--- src/sv/lpf_pkg.sv ---
// Shared types and constants for the four-pole ladder lowpass filter.
// Coefficient widths, fixed-point constants, register indexes and step codes.
// No dependencies.
package lpf_pkg;

  localparam int COEF_BITS = 20;
  localparam int CFG_INDEX_BITS = 8;
  localparam int CFG_DATA_BITS = 16;
  localparam int CUTOFF_BITS = 16;
  localparam int RESON_BITS = 15;
  localparam int STEP_BITS = 5;

  localparam logic [CFG_INDEX_BITS-1:0] REG_CUTOFF = 8'd0;
  localparam logic [CFG_INDEX_BITS-1:0] REG_RESONANCE = 8'd1;

  localparam logic [CUTOFF_BITS-1:0] CUTOFF_RESET = 16'd32768;
  localparam logic [RESON_BITS-1:0] RESON_RESET = 15'd0;

  // Q16 constants
  localparam logic [16:0] K_1P16 = 17'd76022;
  localparam logic [16:0] K_0P15 = 17'd9830;
  localparam logic [16:0] K_GAIN = 17'd22946;
  localparam logic [16:0] K_0P3 = 17'd19661;
  localparam logic [16:0] K_ONE = 17'h10000;

  // Sequencer steps; each issues one multiply, written back one step later
  localparam logic [STEP_BITS-1:0] SQ_F = 5'd0;
  localparam logic [STEP_BITS-1:0] SQ_Q1 = 5'd1;
  localparam logic [STEP_BITS-1:0] SQ_FSQ = 5'd2;
  localparam logic [STEP_BITS-1:0] SQ_Q2 = 5'd3;
  localparam logic [STEP_BITS-1:0] SQ_T = 5'd4;
  localparam logic [STEP_BITS-1:0] SQ_F4 = 5'd5;
  localparam logic [STEP_BITS-1:0] SQ_FB = 5'd6;
  localparam logic [STEP_BITS-1:0] SQ_GAIN = 5'd7;
  localparam logic [STEP_BITS-1:0] SQ_FBK = 5'd8;
  localparam logic [STEP_BITS-1:0] SQ_Q3 = 5'd9;
  localparam logic [STEP_BITS-1:0] SQ_SG = 5'd10;
  localparam logic [STEP_BITS-1:0] SQ_Q4 = 5'd11;
  localparam logic [STEP_BITS-1:0] SQ_O1 = 5'd12;
  localparam logic [STEP_BITS-1:0] SQ_O2 = 5'd13;
  localparam logic [STEP_BITS-1:0] SQ_O3 = 5'd14;
  localparam logic [STEP_BITS-1:0] SQ_O4 = 5'd15;
  localparam logic [STEP_BITS-1:0] SQ_END = 5'd16;

endpackage

--- src/sv/lpf_if.sv ---
// Handshake channel interfaces for the ladder lowpass filter: sample in,
// sample out and configuration write. Depends on lpf_pkg.
interface lpf_in_if #(parameter int W = 24) ();
  logic valid;
  logic ready;
  logic signed [W-1:0] sample_in;
  modport source (output valid, output sample_in, input ready);
  modport sink (input valid, input sample_in, output ready);
endinterface

interface lpf_out_if #(parameter int W = 24) ();
  logic valid;
  logic ready;
  logic signed [W-1:0] sample_out;
  modport source (output valid, output sample_out, input ready);
  modport sink (input valid, input sample_out, output ready);
endinterface

interface lpf_cfg_if ();
  logic valid;
  logic ready;
  logic [lpf_pkg::CFG_INDEX_BITS-1:0] index;
  logic [lpf_pkg::CFG_DATA_BITS-1:0] data;
  modport source (output valid, output index, output data, input ready);
  modport sink (input valid, input index, input data, output ready);
endinterface

--- src/sv/lpf_mul.sv ---
// Shared signed multiplier with registered product and Q16 / Q13 rounding.
// Depends on lpf_pkg.
module lpf_mul #(
  parameter int AW = 32
) (
  input  logic                                   clk,
  input  logic signed [AW-1:0]                   a,
  input  logic signed [lpf_pkg::COEF_BITS-1:0]   b,
  output logic signed [AW+4:0]                   r16,
  output logic signed [AW+7:0]                   r13
);
  localparam int PW = AW + lpf_pkg::COEF_BITS;

  logic signed [PW-1:0] p;
  logic signed [PW:0] ps16;
  logic signed [PW:0] ps13;

  always_ff @(posedge clk) begin
    p <= a * b;
  end

  // round half up, then floor shift
  assign ps16 = {p[PW-1], p} + (PW+1)'(32768);
  assign ps13 = {p[PW-1], p} + (PW+1)'(4096);
  assign r16 = ps16[PW:16];
  assign r13 = ps13[PW:13];

endmodule

--- src/sv/ladder_lowpass_filter.sv ---
// Four-pole resonant ladder lowpass filter, top level with sequencer.
// Depends on lpf_pkg, lpf_if (channel interfaces) and lpf_mul.
//
// Use: samples arrive on din (valid/ready, signed Q1.23 sample_in), results
// leave on dout (valid/ready, signed saturated sample_out), one result per
// sample. cfg writes cutoff (index 0) and resonance (index 1); other
// indexes are ignored. cfg is always ready and is meant to be written only
// while the filter is idle.
// Each sample runs 16 multiplies through one shared multiplier, one per
// cycle: six for the coefficients from cutoff and resonance, ten for the
// feedback, gain and the four stages. After the last product is written
// back, the output state loads the saturated result into the output
// register; the multiplier schedule keeps one sample in work at a time.
// din.ready is low while a sample is being worked on.
// A result waits in the output register while dout stalls; the next sample
// may be taken and worked on meanwhile, holding in its last cycle until the
// output register is free.
// Reset (rst, synchronous) clears all stage state to zero, sets cutoff to
// 32768 and resonance to 0, and drops dout.valid.
module ladder_lowpass_filter #(
  parameter int SAMPLE_BITS = 24,
  parameter int STATE_BITS = 32
) (
  input logic clk,
  input logic rst,
  lpf_in_if.sink din,
  lpf_out_if.source dout,
  lpf_cfg_if.sink cfg
);
  localparam int AW = STATE_BITS;
  localparam int BW = lpf_pkg::COEF_BITS;
  localparam int RW = AW + 5;
  localparam int WW = AW + 8;

  localparam logic [1:0] ST_IDLE = 2'd0;
  localparam logic [1:0] ST_RUN = 2'd1;
  localparam logic [1:0] ST_OUT = 2'd2;

  localparam logic signed [WW-1:0] SMAX = {{(WW-AW+1){1'b0}}, {(AW-1){1'b1}}};
  localparam logic signed [WW-1:0] SMIN = {{(WW-AW+1){1'b1}}, {(AW-1){1'b0}}};
  localparam logic signed [WW-1:0] OMAX =
    {{(WW-SAMPLE_BITS+1){1'b0}}, {(SAMPLE_BITS-1){1'b1}}};
  localparam logic signed [WW-1:0] OMIN =
    {{(WW-SAMPLE_BITS+1){1'b1}}, {(SAMPLE_BITS-1){1'b0}}};

  function automatic logic signed [AW-1:0] sat_state(input logic signed [WW-1:0] v);
    logic signed [WW-1:0] r;
    if (v > SMAX) r = SMAX;
    else if (v < SMIN) r = SMIN;
    else r = v;
    return r[AW-1:0];
  endfunction

  function automatic logic signed [WW-1:0] ext(input logic signed [AW-1:0] v);
    return {{(WW-AW){v[AW-1]}}, v};
  endfunction

  logic [1:0] state;
  logic [lpf_pkg::STEP_BITS-1:0] step;
  logic [lpf_pkg::STEP_BITS-1:0] wb_step;

  logic [lpf_pkg::CUTOFF_BITS-1:0] cutoff;
  logic [lpf_pkg::RESON_BITS-1:0] resonance;

  logic signed [AW-1:0] i1, i2, i3, i4;
  logic signed [AW-1:0] o1, o2, o3, o4;
  logic signed [AW-1:0] s, q1, q2, q3, q4;
  logic signed [SAMPLE_BITS-1:0] x;

  logic [16:0] f, fsq, omt, f4;
  logic signed [17:0] omf;
  logic [18:0] fb;
  logic [15:0] gain;

  logic signed [AW-1:0] a_op;
  logic signed [BW-1:0] b_op;
  logic signed [RW-1:0] r16;
  logic signed [AW+7:0] r13;
  logic signed [WW-1:0] r16w;
  logic signed [WW-1:0] o4w;
  logic out_valid;
  logic signed [SAMPLE_BITS-1:0] out_sample;

  lpf_mul #(.AW(AW)) u_mul (
    .clk (clk),
    .a   (a_op),
    .b   (b_op),
    .r16 (r16),
    .r13 (r13)
  );

  assign din.ready = (state == ST_IDLE);
  assign cfg.ready = 1'b1;
  assign dout.valid = out_valid;
  assign dout.sample_out = out_sample;

  assign wb_step = step - 5'd1;
  assign r16w = {{(WW-RW){r16[RW-1]}}, r16};
  assign o4w = ext(o4);

  always_comb begin
    a_op = '0;
    b_op = '0;
    case (step)
      lpf_pkg::SQ_F: begin
        a_op = AW'(cutoff);
        b_op = BW'(lpf_pkg::K_1P16);
      end
      lpf_pkg::SQ_Q1: begin
        a_op = i1;
        b_op = BW'(lpf_pkg::K_0P3);
      end
      lpf_pkg::SQ_FSQ: begin
        a_op = AW'(f);
        b_op = BW'(f);
      end
      lpf_pkg::SQ_Q2: begin
        a_op = i2;
        b_op = BW'(lpf_pkg::K_0P3);
      end
      lpf_pkg::SQ_T: begin
        a_op = AW'(fsq);
        b_op = BW'(lpf_pkg::K_0P15);
      end
      lpf_pkg::SQ_F4: begin
        a_op = AW'(fsq);
        b_op = BW'(fsq);
      end
      lpf_pkg::SQ_FB: begin
        a_op = AW'(resonance);
        b_op = BW'(omt);
      end
      lpf_pkg::SQ_GAIN: begin
        a_op = AW'(f4);
        b_op = BW'(lpf_pkg::K_GAIN);
      end
      lpf_pkg::SQ_FBK: begin
        a_op = o4;
        b_op = BW'(fb);
      end
      lpf_pkg::SQ_Q3: begin
        a_op = i3;
        b_op = BW'(lpf_pkg::K_0P3);
      end
      lpf_pkg::SQ_SG: begin
        a_op = s;
        b_op = BW'(gain);
      end
      lpf_pkg::SQ_Q4: begin
        a_op = i4;
        b_op = BW'(lpf_pkg::K_0P3);
      end
      lpf_pkg::SQ_O1: begin
        a_op = o1;
        b_op = BW'(omf);
      end
      lpf_pkg::SQ_O2: begin
        a_op = o2;
        b_op = BW'(omf);
      end
      lpf_pkg::SQ_O3: begin
        a_op = o3;
        b_op = BW'(omf);
      end
      lpf_pkg::SQ_O4: begin
        a_op = o4;
        b_op = BW'(omf);
      end
      default: begin
        a_op = '0;
        b_op = '0;
      end
    endcase
  end

  // control, configuration and filter state
  always_ff @(posedge clk) begin
    if (rst) begin
      state <= ST_IDLE;
      step <= '0;
      out_valid <= 1'b0;
      cutoff <= lpf_pkg::CUTOFF_RESET;
      resonance <= lpf_pkg::RESON_RESET;
      i1 <= '0;
      i2 <= '0;
      i3 <= '0;
      i4 <= '0;
      o1 <= '0;
      o2 <= '0;
      o3 <= '0;
      o4 <= '0;
    end else begin
      if (cfg.valid) begin
        case (cfg.index)
          lpf_pkg::REG_CUTOFF: cutoff <= cfg.data[lpf_pkg::CUTOFF_BITS-1:0];
          lpf_pkg::REG_RESONANCE: resonance <= cfg.data[lpf_pkg::RESON_BITS-1:0];
          default: ;
        endcase
      end
      if (state == ST_OUT && (!out_valid || dout.ready)) begin
        out_valid <= 1'b1;
      end else if (out_valid && dout.ready) begin
        out_valid <= 1'b0;
      end
      case (state)
        ST_IDLE: begin
          if (din.valid) begin
            state <= ST_RUN;
            step <= '0;
          end
        end
        ST_RUN: begin
          step <= step + 5'd1;
          case (wb_step)
            lpf_pkg::SQ_O1: o1 <= sat_state(ext(s) + ext(q1) + r16w);
            lpf_pkg::SQ_O2: o2 <= sat_state(ext(o1) + ext(q2) + r16w);
            lpf_pkg::SQ_O3: o3 <= sat_state(ext(o2) + ext(q3) + r16w);
            lpf_pkg::SQ_O4: begin
              o4 <= sat_state(ext(o3) + ext(q4) + r16w);
              i1 <= s;
              i2 <= o1;
              i3 <= o2;
              i4 <= o3;
            end
            default: ;
          endcase
          if (step == lpf_pkg::SQ_END) state <= ST_OUT;
        end
        ST_OUT: begin
          if (!out_valid || dout.ready) begin
            state <= ST_IDLE;
          end
        end
        default: state <= ST_IDLE;
      endcase
    end
  end

  // working registers
  always_ff @(posedge clk) begin
    if (state == ST_IDLE && din.valid) x <= din.sample_in;
    if (state == ST_OUT && (!out_valid || dout.ready)) begin
      if (o4w > OMAX) out_sample <= OMAX[SAMPLE_BITS-1:0];
      else if (o4w < OMIN) out_sample <= OMIN[SAMPLE_BITS-1:0];
      else out_sample <= o4w[SAMPLE_BITS-1:0];
    end
    if (state == ST_RUN) begin
      case (wb_step)
        lpf_pkg::SQ_F: begin
          f <= r16[16:0];
          omf <= $signed({1'b0, lpf_pkg::K_ONE}) - $signed({1'b0, r16[16:0]});
        end
        lpf_pkg::SQ_Q1: q1 <= r16[AW-1:0];
        lpf_pkg::SQ_FSQ: fsq <= r16[16:0];
        lpf_pkg::SQ_Q2: q2 <= r16[AW-1:0];
        lpf_pkg::SQ_T: omt <= lpf_pkg::K_ONE - r16[16:0];
        lpf_pkg::SQ_F4: f4 <= r16[16:0];
        lpf_pkg::SQ_FB: fb <= r13[18:0];
        lpf_pkg::SQ_GAIN: gain <= r16[15:0];
        lpf_pkg::SQ_FBK:
          s <= sat_state({{(WW-SAMPLE_BITS){x[SAMPLE_BITS-1]}}, x} - r16w);
        lpf_pkg::SQ_Q3: q3 <= r16[AW-1:0];
        lpf_pkg::SQ_SG: s <= sat_state(r16w);
        lpf_pkg::SQ_Q4: q4 <= r16[AW-1:0];
        default: ;
      endcase
    end
  end

endmodule

--- src/flat_wrapper.sv ---
// flat-port wrapper written by rule: the top's interface ports become plain ports
module ladder_lowpass_filter_flat 
#(
  parameter int SAMPLE_BITS = 24,
  parameter int STATE_BITS = 32
)
  (clk, rst, din_valid, din_sample_in, din_ready, dout_valid, dout_sample_out, dout_ready, cfg_valid, cfg_index, cfg_data, cfg_ready);
  lpf_in_if din_i ();
  lpf_out_if dout_i ();
  lpf_cfg_if cfg_i ();
  input logic clk;
  input logic rst;
  input wire logic [$bits(din_i.valid)-1:0] din_valid;
  input wire logic [$bits(din_i.sample_in)-1:0] din_sample_in;
  output wire logic [$bits(din_i.ready)-1:0] din_ready;
  output wire logic [$bits(dout_i.valid)-1:0] dout_valid;
  output wire logic [$bits(dout_i.sample_out)-1:0] dout_sample_out;
  input wire logic [$bits(dout_i.ready)-1:0] dout_ready;
  input wire logic [$bits(cfg_i.valid)-1:0] cfg_valid;
  input wire logic [$bits(cfg_i.index)-1:0] cfg_index;
  input wire logic [$bits(cfg_i.data)-1:0] cfg_data;
  output wire logic [$bits(cfg_i.ready)-1:0] cfg_ready;
  assign din_i.valid = din_valid;
  assign din_i.sample_in = din_sample_in;
  assign din_ready = din_i.ready;
  assign dout_valid = dout_i.valid;
  assign dout_sample_out = dout_i.sample_out;
  assign dout_i.ready = dout_ready;
  assign cfg_i.valid = cfg_valid;
  assign cfg_i.index = cfg_index;
  assign cfg_i.data = cfg_data;
  assign cfg_ready = cfg_i.ready;
  ladder_lowpass_filter #(.SAMPLE_BITS(SAMPLE_BITS), .STATE_BITS(STATE_BITS)) u_core (.clk(clk), .rst(rst), .din(din_i), .dout(dout_i), .cfg(cfg_i));
endmodule
--- config.mk ---
export PLATFORM = sky130hd
export DESIGN_NAME = ladder_lowpass_filter_flat
export DESIGN_NICKNAME = d
export VERILOG_FILES = /design/src/sv/lpf_pkg.sv /design/src/sv/lpf_if.sv /design/src/sv/lpf_mul.sv /design/src/sv/ladder_lowpass_filter.sv /design/src/flat_wrapper.sv
export SDC_FILE = /design/constraint.sdc
export NUM_CORES = 2
export LEC_CHECK = 0
export BUFFER_PORTS_ARGS = -buffer_cell sky130_fd_sc_hd__buf_2
export CAP_MARGIN = 5
export CORE_AREA = 2 2 377 379
export DETAILED_ROUTE_END_ITERATION = 12
export DIE_AREA = 0 0 379 381
export MAX_ROUTING_LAYER = met4
export PLACE_DENSITY = 0.63
export SLEW_MARGIN = 20
export SYNTH_ARGS = -nofsm -noshare
export SYNTH_HDL_FRONTEND = slang
export SYNTH_SLANG_ARGS = --single-unit
--- constraint.sdc ---
create_clock -name clk -period 17.3 [get_ports clk]
set_clock_uncertainty 0.15 [all_clocks]
set_input_delay 2.595 -clock clk [delete_from_list [all_inputs] [get_ports clk]]
set_output_delay 2.595 -clock clk [all_outputs]
set_load 0.005 [all_outputs]
# Word-level counts from Yosys, hierarchy flattened
# Cells that the tools add are included.
[totals]
ff_bits = 676
input_bits = 53
out_inout_bits = 27
elab_cells = 154
[op_classes]
add_sub_neg = 15
n_mul = 1
n_lt_le_gt_ge = 14
n_eq_ne = 37
muxes = 24
n_reduce_logical = 35
[op_table]
columns = ["op", "count"]
rows = [
  ["one-hot mux 32 bit (14 select lines)", 1],
  ["two-way mux 32 bit", 12],
  ["one-hot mux 20 bit (10 select lines)", 1],
  ["greater-than comparator 40 x 32 -> 1 bit, second input constant", 4],
  ["< comparator 40 x 32 -> 1 bit, second input constant", 4],
  ["adder 33 x 37 -> 38 bit", 4],
  ["adder 32 x 32 -> 33 bit", 4],
  ["== test 5 x 4 -> 1 bit, second input constant", 16],
  ["one-hot mux 32 bit (2 select lines)", 1],
  ["adder 52 x 17 -> 53 bit, second input constant", 1],
  ["multiplier 32 x 20 -> 52 bit", 1],
  ["== test 5 x 3 -> 1 bit, second input constant", 8],
  ["greater-than comparator 38 x 32 -> 1 bit, second input constant", 1],
  ["< comparator 38 x 32 -> 1 bit, second input constant", 1],
  ["subtractor 24 x 37 -> 38 bit", 1],
  ["greater-than comparator 37 x 32 -> 1 bit, second input constant", 1],
  ["< comparator 37 x 32 -> 1 bit, second input constant", 1],
  ["AND reduction 2 bit", 18],
  ["adder 32 x 14 -> 32 bit, second input constant", 1],
  ["greater-than comparator 32 x 24 -> 1 bit, second input constant", 1],
  ["< comparator 32 x 24 -> 1 bit, second input constant", 1],
  ["two-way mux 24 bit", 1],
  ["== test 5 x 2 -> 1 bit, second input constant", 4],
  ["subtractor 17 x 17 -> 18 bit, first input constant", 1],
  ["25 further kinds", 37],
]

# Longest topological paths before layout
[depth]
ltp_word = 6
ltp_mapped = 39
depth_no_buf = 34

# Hierarchy
# From an unflattened synthesis, not the netlist that was laid out.
[unflattened]
cells_unflattened = 6739
hier_area_um2 = 62981.7
[by_module_without_submodules]
columns = ["module", "n_inst", "cells_each", "area_per_inst_um2", "seq_area_each_um2"]
rows = [
  ["ladder_lowpass_filter", 1, 3993, 38445.6, 15755.1],
  ["lpf_mul", 1, 2746, 24536.0, 800.8],
]

# Worst setup path after synthesis
# Ideal clock, no wire load.
[synth_path]
kind = "register to register"
startpoint = "register u_core.step[2] in the netlist's numbering"
endpoint = "register u_core.u_mul.p[51]"
t_arrival_ns = 9.581
path_slack_ns = 7.497
path_stages_with_launch = 35
period_less_slack_ns = 9.803
cell_sequence = "dfxtp_1 -> clkbuf_1 -> clkbuf_1 -> clkbuf_1 -> and3_1 -> ha_1 -> or2_2 -> clkbuf_1 -> clkbuf_1 -> a22o_1 -> a2111oi_1 -> nor2_1 -> fa_1 -> fa_1 -> fa_1 -> fa_1 -> fa_1 -> fa_1 -> inv_1 -> fa_1 -> inv_1 -> ha_1 -> clkbuf_1 -> a21o_1 -> a21o_1 -> a21oi_1 -> o21ai_0 -> a31oi_1 -> o21ai_0 -> a211o_1 -> a21oi_4 -> nor3_1 -> or3_4 -> a21oi_2 -> xnor2_1"
[synth_between]
elab_chain_len = 4
word_cells_on_any_way = 23
cone_classes = "mul (1); eq/ne (15); mux (2); reduce/logical (5)"
[synth_rtl]
columns = ["item", "line_no", "rtl"]
rows = [
  ["from (decl)", "ladder_lowpass_filter.sv:59", "logic [lpf_pkg::STEP_BITS-1:0] step;"],
  ["from (signal assigned)", "ladder_lowpass_filter.sv:213", "step <= step + 5'd1;"],
  ["== test 5 x 4 -> 1 bit, or another cell as far along", "ladder_lowpass_filter.sv:104", "case (step)"],
  ["OR reduction 4 bit (no line) or OR reduction 2 bit (tied branches)", "n/a", ""],
  ["one-hot mux 20 bit (10 select lines) or one-hot mux 32 bit (14 select lines) (tied branches)", "ladder_lowpass_filter.sv:104", ""],
  ["multiplier 32 x 20 -> 52 bit *", "lpf_mul.sv:19", "p <= a * b;"],
  ["to (signal assigned)", "lpf_mul.sv:19", ""],
  ["to (decl)", "lpf_mul.sv:14", "logic signed [PW-1:0] p;"],
]
# Mark *: on every way between the ends. The rest lies on a longest branch, timed or not.
# A chain may end at the register's enable or synchronous reset.

# Worst setup path in the final report
[layout_path]
startpoint = "register u_core.step[0] in the netlist's numbering"
endpoint = "register u_core.u_mul.p[46]"
# The elaborated chain is that of the path after synthesis.

==> reports/metrics.cfg <==
[status]
status=complete, no violations

[sta]
rsz0062_at_grt=no
setup_viol=0
hold_viol_final=0
timing.final.crit_share_pct=63.95
timing.slew.headroom_pct=22.93
whs_ns=0.3049
fin_setup_tns_ns=0
fin_ws_ns=6.237
fmax_ghz=0.09039
maxSlewViolCount=0
worst_pin_slew_ns=1.156
timing.final.crit_period_ns=11.06

[setup_path]
cp.buffers_inverters=8
cp_slowest_stage_delay_ns=0.62
path_class=reg2reg
reg2reg_to=u_core.u_mul.p[46]
worstSetupStartpointType=flop
crit_family=adder cells
critPathMaxFanout=33
r2r_start=u_core.step[0]
worstPathArrival_ns=11.46
required_ns=17.69
crit_top_cell=fa_1
worstSetupEndpointType=flop
reg2reg_slack_ns=6.24
r2r_cells=34
cpMaxStageDelayCell=and2_1

[synth]
synth_cell_type_count=84
synth_cells=7034
yosys_warnings=0
synth_area_mm2=0.06293
synth-async-reset-ratio_pct=0
yosysSeqAreaShare_pct=26.31
ys_seq_elements=663
synth-main-ff-cell=dfxtp_1
postSynthAreaPerCell_um2=8.947
synthesis.nets=8194
synth_edf_count=328

[clock_tree]
cts_made_buffers=79
insertion_delay_ns=0.70
cts_buffer_depth=3
cts_tree=yes
clock-sinks=663
clk_pin_slew_worst_paths_ns=0.06
cts_resized=0
cts-hold-fix-buffers=0
root_buffer=clkbuf_16
postCtsSetupBuffers=0
cts_max_level=3

[placed_design]
pre_cts_ws_ns=6.437
post-dp-hpwl_mm=159.1
port_buffers=78
globalplace.congestion=0.9625
dp.cells=8816

[power]
vdd_drop_max_v=0.00007517
p_leak_nw=31.95
p_per_area_mw_per_mm2=76.61

[global_routing]
grt_start_max_net_pins=100
overflow=0
antenna_found_initial=10
first_global_vias=50179
grt_first_pass_wirelength_mm=311.1
grt.total_usage_pct=29.45

[hold_path]
min_path_type=reg2reg
min_from=u_core.i1[21]
hold_path_depth=2
min_to=u_core.i1[21]

[drt]
dr.pass1.iters=6
wl_per_cell_um=22.75
vias=50539
wl_mm=204.1
antenna_left=0
drc=0
drt-vias-per-instance=5.632
drtIter0Drc=5015

[cells_and_area]
instances_no_fill=8973
regArea_mm2=0.01656
multi_input_area_mm2=0.04026
n_fill_cell=13359
drive_gt1_share_pct=6.289
fin_nets=8169
synthToLayoutAreaGrowth_pct=9.321

[floorplanning]
die_area_mm2=0.1444
core_mm2=0.1406
die_w_um=379
start_util_pct=44.77
boundaryPins=80
die_y_um=381
rows=138

[flow_run]
drv_cap=0

## metrics by stage
stage	area, um2	utilization [%]	total power, mW
after floorplan	62930	-	2.928
final	68800	48.95	5.271
after CTS	68730	48.90	5.270
after detailed placement	65900	46.89	3.455
after global placement	65880	46.88	3.431
after global routing	68790	48.95	5.513
## registers in the layout (all words and copies together), names as in the netlist, 16 cells and up
signal and count:
u_core.dout.sample_out 24, u_core.o2 32, u_core.omt 17, u_core.u_mul.p 40
u_core.gain 16, u_core.x 24, u_core.q1 32, u_core.q2 32
u_core.i3 32, u_core.q3 32, u_core.q4 32, u_core.cutoff 16
u_core.i2 32, u_core.omf 18, u_core.o3 32, u_core.fb 19
u_core.s 32, u_core.o1 32, u_core.i1 32, u_core.f4 17
u_core.o4 32, u_core.fsq 17, u_core.f 16, u_core.i4 32
## cell families (layout without fill, tap and decap cells)
kind of cell / after synthesis / after routing / share of synthesized area (%)
other: 1 / 8 / 0.005959
multiplexers: 42 / 42 / 0.6820
buffers and inverters: 1734 / 1776 / 10.37
adder cells (fa/ha/maj): 1107 / 1107 / 31.41
AO/OA/AOI/OAI: 1324 / 1324 / 14.18
AND/OR/NAND/NOR: 1889 / 1889 / 13.22
XOR/XNOR: 274 / 274 / 3.813
flip-flops: 663 / 663 / 26.31
## power by group
part           switching [mW]  internal (mW)
Clock                   0.760           1.05
Combinational            1.08          0.599
Sequential             0.0440           1.74
## layout by cell type (no fill, tap or decap), drive strengths merged, types with 26 or more instances in the layout
cell type	netlist	layout
inv	1412	1418
nand2	792	792
fa	788	788
nor2	594	594
a21oi	446	446
dfxtp	335	335
edfxtp	328	328
ha	319	319
buf	30	214
xnor2	183	183
a21o	156	156
o21ai	152	152
clkbuf	291	105
nand3	96	96
a22oi	91	91
xor2	91	91
nand4	68	68
o21a	60	60
a221o	56	56
nor3	54	54
nand2b	43	43
a22o	41	41
a221oi	40	40
a211oi	39	39
and3	37	37
mux2i	35	35
nor2b	35	35
and2	33	33
a31oi	33	33
or3	33	33
o21bai	31	31
o32ai	29	29
nor4	26	26
## synth_stat cells, drive strengths merged, types with 13 or more instances
master	instances	area (um2)
fa	788	15780
nand2b	43	269.0
a221oi	40	367.9
nor2	594	2230
a222oi	20	200.2
dfxtp	335	6706
a211o	24	210.2
a221o	56	560.5
nand4	68	425.4
xor2	91	797.0
clkbuf	291	1092
or4	14	105.1
a22o	41	359.1
mux2i	35	350.3
a22oi	91	683.2
nand3	96	480.5
xnor2	183	1603
nor4	26	162.7
and3	37	231.5
o211ai	20	150.1
o21bai	31	232.7
nand2	792	2975
and2	33	206.5
and4	13	113.9
o32ai	29	254.0
a21o	156	1171
or3	33	211.5
or2	18	112.6
nor2b	35	219.0
o21ai	152	760.7
buf	30	131.4
ha	319	3991
a211oi	39	292.8
a31oi	33	206.5
a21oi	446	2251
edfxtp	328	9849
nor3	54	281.5
inv	1412	5300
o21a	60	450.4
## metal layers
metal  track usage, %  vias to the layer above  share of wire, %  wire length (um)
met2            45.59                     2099                46             94280
met1            38.42                    25195                41             84020
met5                -                        -                 0                 0
met3            3.548                      463               7.0             14310
met4            14.12                        0               5.6             11510
li1                 -                    22782                 -                 -
## cell type report
| type | instances | share of cell area, % |
|---|---|---|
| well taps | 1890 | 3.437 |
| flip-flops and latches | 663 | 24.07 |
| repair buffers | 215 | 2.122 |
| inverters | 1413 | 7.710 |
| clock inverters | 44 | 0.8966 |
| diodes | 7 | 0.02546 |
| clock buffers | 104 | 3.215 |
| multi-input cells | 4637 | 58.53 |
## worst max-delay path by stage
stage	startpoint	to	slack [ns]	depth (start not counted)
after floorplan	u_core.step[2]	u_core.u_mul.p[51]	7.50	34
after global placement	u_core.step[0]	u_core.u_mul.p[51]	6.58	34
after detailed placement	u_core.step[0]	u_core.u_mul.p[51]	6.44	33
after CTS	u_core.step[4]	u_core.u_mul.p[51]	6.38	32
after global routing	u_core.step[0]	u_core.u_mul.p[46]	5.76	33
final	u_core.step[0]	u_core.u_mul.p[46]	6.24	34
## worst min-delay path, delay by kind of cell (launching register included)
kind	cells	cell delay [ns]
flip-flops	1	0.31
AND/OR/NAND/NOR	1	0.05
AO/OA/AOI/OAI	1	0.05
(Power assumes the default switching activity.)
